==> config.mk <==
export PLATFORM = sky130hd
export DESIGN_NAME = sorted_unique_key_table
export DESIGN_NICKNAME = d
export VERILOG_FILES = /design/src/rtl/core/suk_pkg.sv /design/src/rtl/core/sorted_unique_key_table.sv /design/src/rtl/core/suk_cell.sv
export SDC_FILE = /design/constraint.sdc
export NUM_CORES = 2
export LEC_CHECK = 0
export BUFFER_PORTS_ARGS = -buffer_cell sky130_fd_sc_hd__buf_2
export CORE_ASPECT_RATIO = 1.25
export CORE_MARGIN = 5
export CORE_UTILIZATION = 50
export CTS_CLUSTER_DIAMETER = 200
export DETAILED_ROUTE_END_ITERATION = 10
export PLACE_DENSITY = 0.66
export SLEW_MARGIN = 20
export SYNTH_ARGS = -nofsm -noshare
export SYNTH_HDL_FRONTEND = slang
export SYNTH_SLANG_ARGS = --single-unit
==> constraint.sdc <==
create_clock -name i_clk -period 5.6 [get_ports i_clk]
set_input_delay 0 -clock i_clk [delete_from_list [all_inputs] [get_ports i_clk]]
set_output_delay 0 -clock i_clk [all_outputs]
set_load 0.01 [all_outputs]
==> src/rtl/core/suk_pkg.sv <==
`timescale 1ns / 1ps

package suk_pkg;

    localparam int CAPACITY = 16;
    localparam int KEY_BITS = 32;
    localparam int CNT_W    = $clog2(CAPACITY + 1);
    localparam int IDX_W    = (CAPACITY > 1) ? $clog2(CAPACITY) : 1;
    localparam int OUT_W    = 5;

    typedef enum logic [1:0] {
        CMD_INSERT = 2'd0,
        CMD_DELETE = 2'd1,
        CMD_SEARCH = 2'd2
    } t_cmd;

    typedef enum logic [1:0] {
        ST_DONE = 2'd0,
        ST_DUP  = 2'd1,
        ST_MISS = 2'd2,
        ST_FULL = 2'd3
    } t_status;

    // Per-cycle command broadcast to every cell of the chain.
    typedef struct packed {
        logic                       ins;
        logic                       del;
        logic signed [KEY_BITS-1:0] key;
    } t_cell_ctl;

endpackage

==> src/rtl/core/sorted_unique_key_table.sv <==
`timescale 1ns / 1ps
// Sorted table of distinct signed keys held in a chain of compare/shift cells.
// An accepted item's result is loaded into the output register on the next clock edge.
// Throughput: one item per cycle while the output is not stalled; all cells compare in parallel, then shift.
// Reset (synchronous, active low) empties the table and clears the output valid.
// Key storage is not reset; only cells marked valid are ever compared.

module sorted_unique_key_table
    import suk_pkg::*;
(
    input  logic                i_clk,
    input  logic                i_rst_n,
    input  logic                i_valid,
    output logic                o_stall,
    input  logic [1:0]          i_command,
    input  logic signed [31:0]  i_key,
    output logic                o_valid,
    input  logic                i_stall,
    output logic [1:0]          o_status,
    output logic [OUT_W-1:0]    o_position,
    output logic [OUT_W-1:0]    o_entry_count
);

    // Chain taps
    logic signed [KEY_BITS-1:0] w_key   [CAPACITY];
    logic [CAPACITY-1:0]        w_valid;
    logic [CAPACITY-1:0]        w_lt;
    logic [CAPACITY-1:0]        w_eq;
    logic [CAPACITY-1:0]        w_prev_lt;
    logic [CAPACITY-1:0]        w_first;

    t_cell_ctl                  w_ctl;
    logic                       w_accept;
    logic                       w_hit;
    logic                       w_full;
    logic [IDX_W-1:0]           w_place;
    logic [CNT_W-1:0]           w_rank;

    logic [CNT_W-1:0]           r_count;
    logic [CNT_W-1:0]           n_count;
    logic                       r_out_valid;
    logic                       n_out_valid;
    t_status                    r_status;
    t_status                    n_status;
    logic [CNT_W-1:0]           r_pos;
    logic [CNT_W-1:0]           n_pos;

    // Take a new item whenever the output register is free or drains this cycle.
    assign o_stall  = r_out_valid && i_stall;
    assign w_accept = i_valid && !o_stall;

    assign w_hit  = |w_eq;
    assign w_full = (r_count == CNT_W'(CAPACITY));

    // Cells below the search key form a prefix of ones; find where it ends.
    assign w_prev_lt = {w_lt[CAPACITY-2:0], 1'b1};
    assign w_first   = w_prev_lt & ~w_lt;

    always_comb begin
        w_place = '0;
        for (int i = 0; i < CAPACITY; i++) begin
            if (w_first[i]) begin
                w_place = w_place | IDX_W'(i);
            end
        end
    end

    assign w_rank = CNT_W'(w_place) + CNT_W'(1);

    // Decode the command into the shift request and the result.
    always_comb begin
        w_ctl.key = i_key[KEY_BITS-1:0];
        w_ctl.ins = 1'b0;
        w_ctl.del = 1'b0;
        n_status  = ST_MISS;
        n_pos     = '0;
        case (t_cmd'(i_command))
            CMD_INSERT: begin
                if (w_hit) begin
                    n_status = ST_DUP;
                    n_pos    = w_rank;
                end else if (w_full) begin
                    n_status = ST_FULL;
                end else begin
                    w_ctl.ins = w_accept;
                    n_status  = ST_DONE;
                    n_pos     = w_rank;
                end
            end
            CMD_DELETE: begin
                if (w_hit) begin
                    w_ctl.del = w_accept;
                    n_status  = ST_DONE;
                    n_pos     = w_rank;
                end
            end
            CMD_SEARCH: begin
                if (w_hit) begin
                    n_status = ST_DONE;
                    n_pos    = w_rank;
                end
            end
            default: begin
                n_status = ST_MISS;
            end
        endcase
    end

    always_comb begin
        n_count = r_count;
        if (w_ctl.ins) begin
            n_count = r_count + CNT_W'(1);
        end else if (w_ctl.del) begin
            n_count = r_count - CNT_W'(1);
        end
    end

    assign n_out_valid = w_accept || (r_out_valid && i_stall);

    // The cell chain: each cell sees its lower neighbor for insert shifts
    // and its upper neighbor for delete shifts.
    for (genvar g = 0; g < CAPACITY; g++) begin : g_cell
        logic signed [KEY_BITS-1:0] w_pk;
        logic                       w_pv;
        logic signed [KEY_BITS-1:0] w_nk;
        logic                       w_nv;

        if (g == 0) begin : g_lo
            assign w_pk = '0;
            assign w_pv = 1'b0;
        end else begin : g_lo
            assign w_pk = w_key[g-1];
            assign w_pv = w_valid[g-1];
        end

        if (g == CAPACITY - 1) begin : g_hi
            assign w_nk = '0;
            assign w_nv = 1'b0;
        end else begin : g_hi
            assign w_nk = w_key[g+1];
            assign w_nv = w_valid[g+1];
        end

        suk_cell u_cell (
            .i_clk        (i_clk),
            .i_rst_n      (i_rst_n),
            .i_ctl        (w_ctl),
            .i_prev_lt    (w_prev_lt[g]),
            .i_prev_key   (w_pk),
            .i_prev_valid (w_pv),
            .i_next_key   (w_nk),
            .i_next_valid (w_nv),
            .o_key        (w_key[g]),
            .o_valid      (w_valid[g]),
            .o_lt         (w_lt[g]),
            .o_eq         (w_eq[g])
        );
    end

    // Control state
    always_ff @(posedge i_clk) begin
        if (!i_rst_n) begin
            r_count     <= '0;
            r_out_valid <= 1'b0;
        end else begin
            r_count     <= n_count;
            r_out_valid <= n_out_valid;
        end
    end

    // Result payload: load on accept, hold while stalled.
    always_ff @(posedge i_clk) begin
        if (w_accept) begin
            r_status <= n_status;
            r_pos    <= n_pos;
        end
    end

    assign o_valid       = r_out_valid;
    assign o_status      = r_status;
    assign o_position    = OUT_W'(r_pos);
    assign o_entry_count = OUT_W'(r_count);

endmodule

==> src/rtl/core/suk_cell.sv <==
`timescale 1ns / 1ps

module suk_cell
    import suk_pkg::*;
(
    input  logic                       i_clk,
    input  logic                       i_rst_n,
    input  t_cell_ctl                  i_ctl,
    input  logic                       i_prev_lt,
    input  logic signed [KEY_BITS-1:0] i_prev_key,
    input  logic                       i_prev_valid,
    input  logic signed [KEY_BITS-1:0] i_next_key,
    input  logic                       i_next_valid,
    output logic signed [KEY_BITS-1:0] o_key,
    output logic                       o_valid,
    output logic                       o_lt,
    output logic                       o_eq
);

    logic signed [KEY_BITS-1:0] r_key;
    logic                       r_valid;
    logic                       w_first;

    assign o_lt    = r_valid && (r_key < i_ctl.key);
    assign o_eq    = r_valid && (r_key == i_ctl.key);
    assign w_first = i_prev_lt && !o_lt;
    assign o_key   = r_key;
    assign o_valid = r_valid;

    // Cells below the insert/delete point hold; the rest shift by one.
    always_ff @(posedge i_clk) begin
        if (!i_rst_n) begin
            r_valid <= 1'b0;
        end else if (i_ctl.ins && !o_lt) begin
            r_valid <= w_first ? 1'b1 : i_prev_valid;
        end else if (i_ctl.del && !o_lt) begin
            r_valid <= i_next_valid;
        end
    end

    always_ff @(posedge i_clk) begin
        if (i_ctl.ins && !o_lt) begin
            r_key <= w_first ? i_ctl.key : i_prev_key;
        end else if (i_ctl.del && !o_lt) begin
            r_key <= i_next_key;
        end
    end

endmodule

==> results.cfg <==
[status]
outcome = completed

[power]
power.switching_mw = 2.789
p_clk_share_pct = 38.6
pwr-share-comb_pct = 14.8
swShare_pct = 27.52
power_mw = 10.14
internal-power_mw = 7.346
power_density_nw_per_um2 = 237.2
peakVddDrop_mv = 0.2333
leakage_nw = 17.47
sequentialPowerShare_pct = 46.5

[worst_setup_path]
crit_type = input port to flip-flop
path_cells = dlygate4sd3_1, buf_2, inv_1, buf_4, ha_1, nand4_1, nor3_1, nand2_1, o311ai_0, mux2i_1, nor2_1, a21oi_1, nand3_1, ha_1, and2_1
start_kind = input port
cp_max_fo = 15
rr_endpoint = o_entry_count[4]$_SDFFE_PN0P_
path_delay_family = buffers and inverters
slowest_delay_ns = 0.88
cpMostUsedCell = ha_1
crit_buf_inv = 4
reg2reg_depth = 17
cp_slowest_cell = o311ai_0
required_ns = 5.98
critPathArrivalTime_ns = 5.10
r2r-start = g_cell[0].u_cell.o_key[23]$_DFFE_PP_
ff2ff_setup_slack_ns = 1.09
end_kind = flip-flop

[global_route]
grt_use_total_pct = 26.92
grt_overflow = 0
grt_pass1_vias = 30621
grt_max_degree = 65
grt_pass1_wl_um = 176700
antenna_found_initial = 2

[logic_synthesis]
synth_cells = 3934
avgSynthCellArea_um2 = 9.784
syn_area_um2 = 38490
yosysMostFrequentCell = a21oi_1
synth_area_leader_cell = edfxtp_1
yosys-top-cells-count = a21oi_1 (615), nor2_1 (529), edfxtp_1 (519), ha_1 (519), nand2_1 (352)
yosysSeqAreaShare_pct = 41.63
synth-seq-cells = 541
synth-edff-count = 519
synthTopCellsByArea = edfxtp_1 (40%), ha_1 (17%), mux2i_1 (8.3%), a21oi_1 (8.0%), nor2_1 (5.2%)
yosysUniqueCellTypes = 72
mappedNetlistNets = 4492
synthArstFlopShare_pct = 0
synth_ff_type = edfxtp_1
netlist.area_leader.share_pct = 40.49
yosys_warnings = 0

[hold_path]
hp-start = i_key[0]
hold_end = g_cell[0].u_cell.o_key[0]$_DFFE_PP_
hp-class = input port to flip-flop
worstHoldPathCells = 3

[floorplanning]
start_util_pct = 50.51
die_w_um = 258.2
die_h_um = 320.2
ios = 52
num_rows = 113
core-area_um2 = 76210
die-area_um2 = 82670

[sta]
fin_tns_setup_ns = 0
hold_ws_ns = 0.07249
period_share_pct = 84.34
final-setup-viol-count = 0
max_freq_mhz = 211.7
slew_headroom_pct = 32.39
finalHoldViolations = 0
worst_pin_slew_ns = 1.001
rsz0062_at_grt = no
slew_viol_final = 0
min_period_ns = 4.723
clock_skew_ns = 0.02968

[detailed_routing]
drc = 0
drt_iter0_drc = 2413
dr.pass1.iters = 6
ant_nets = 0
avgViaCountPerCell = 6.198
drt-wirelength-per-cell_um = 22.88
vias = 31227
routed_wl_um = 115300

[place]
port_buffers = 51
placed_cells = 4893
gp_congestion = 0.9344
hpwlAfterDp_um = 87230

[final_layout]
final_cells = 5038
drive_gt1_share_pct = 8.889
area_growth_pct = 11.01
final_core_util_pct = 56.07
diodes = 0
num-fill-cells = 6740
multi_input_area_um2 = 21600
fin_nets = 4573
regArea_um2 = 16030

[clocking]
cts_tree = built
clock_path_buffers = 3
clock_latency_ns = 0.65
clock_sinks = 541
root_buffer = clkbuf_16
path_clk_slew_ns = 0.07
cts_buffers = 61
post_cts_buffers = 0
htree_levels = 2

[job]
maxCapViolations = 0
## sequential cells by signal, summed over array words and instances, names as in the netlist
name and count:
g_cell.u_cell.o_key 512, g_cell.u_cell.o_valid 16, o_entry_count 5, o_position 5, o_status 2, o_valid 1
## per-layer routing
layer | GRT usage [%] | vias up | wire length (um)
li1 | - | 14858 | -
met1 | 34.70 | 15186 | 47920
met2 | 46.67 | 935 | 56420
met3 | 3.446 | 244 | 6207
met4 | 9.852 | 4 | 4683
met5 | 0 | - | 25
## timing repair
action | CTS | global route
resized for setup | 0 | 0
endpoints found under the hold margin | 209 | 0
hold buffers | 36 | 0
## cell families (layout without fill, tap and decap cells)
group	after synthesis	count (layout)	share of synthesized area, %
multiplexers	360	360	9.495
adder cells (fa/ha/maj)	520	520	16.92
AND/OR/NAND/NOR	1191	1191	13.82
AO/OA/AOI/OAI	1043	1043	15.14
buffers and inverters	273	400	2.848
XOR/XNOR	6	6	0.1365
flip-flops	541	541	41.63
## stage by stage
stage	instance area [um^2]	setup WS (ns)
final	42730	0.8768
after global routing	42730	0.6041
after CTS	42720	1.015
after detailed placement	40510	0.9301
after global placement	40510	0.9436
after floorplan	38490	1.324
## worst min-delay path, cell delays in order
cell     delay [ns]
buf_2          0.29
nand2_1        0.12
o21ai_0        0.08
## power groups by stage
stage / logic [mW] / registers (mW) / clock network (mW)
floorplan: 0.998 / 4.74 / 0
global placement: 1.42 / 4.80 / 0
detailed placement: 1.46 / 4.80 / 0
CTS: 1.49 / 4.71 / 3.97
global route: 1.68 / 4.72 / 4.12
finish: 1.50 / 4.71 / 3.92
## layout by cell type (no fill, tap or decap), drive strengths merged, types with 9 or more instances in the layout
cell type / count
o211ai: 12
nand2b: 14
and4: 25
and2: 15
edfxtp: 519
a31oi: 34
dfxtp: 22
nand2: 352
a21oi: 615
nor2b: 31
a21o: 46
o211a: 14
nand4: 102
a211oi: 15
inv: 69
o21a: 9
a221oi: 12
mux2: 41
nor4: 20
o21ai: 233
buf: 186
mux2i: 319
nor3: 22
dlygate4sd3: 36
clkbuf: 78
ha: 519
clkinv: 25
nand3: 52
nor2: 540
## worst max path at each step
stage	startpoint	endpoint	slack, ns	cells past startpoint
finish	i_key[31]	o_position[1]$_DFFE_PP_	0.88	15
global route	i_key[31]	g_cell[9].u_cell.o_key[27]$_DFFE_PP_	0.60	17
CTS	i_key[31]	g_cell[9].u_cell.o_key[17]$_DFFE_PP_	1.01	16
detailed placement	i_key[23]	g_cell[9].u_cell.o_key[17]$_DFFE_PP_	0.93	15
global placement	i_key[16]	o_entry_count[4]$_SDFFE_PN0P_	0.94	19
floorplan	i_key[21]	g_cell[12].u_cell.o_key[0]$_DFFE_PP_	1.32	12
## layout make-up
class	count	share of cell area, %
flip-flops and latches	541	37.51
clock buffers	78	3.769
clock inverters	31	0.5622
repair buffers	222	4.135
inverters	69	0.6062
well taps	977	2.861
multi-input cells	3120	50.56
Note: power is estimated with default switching activity, not from simulation.
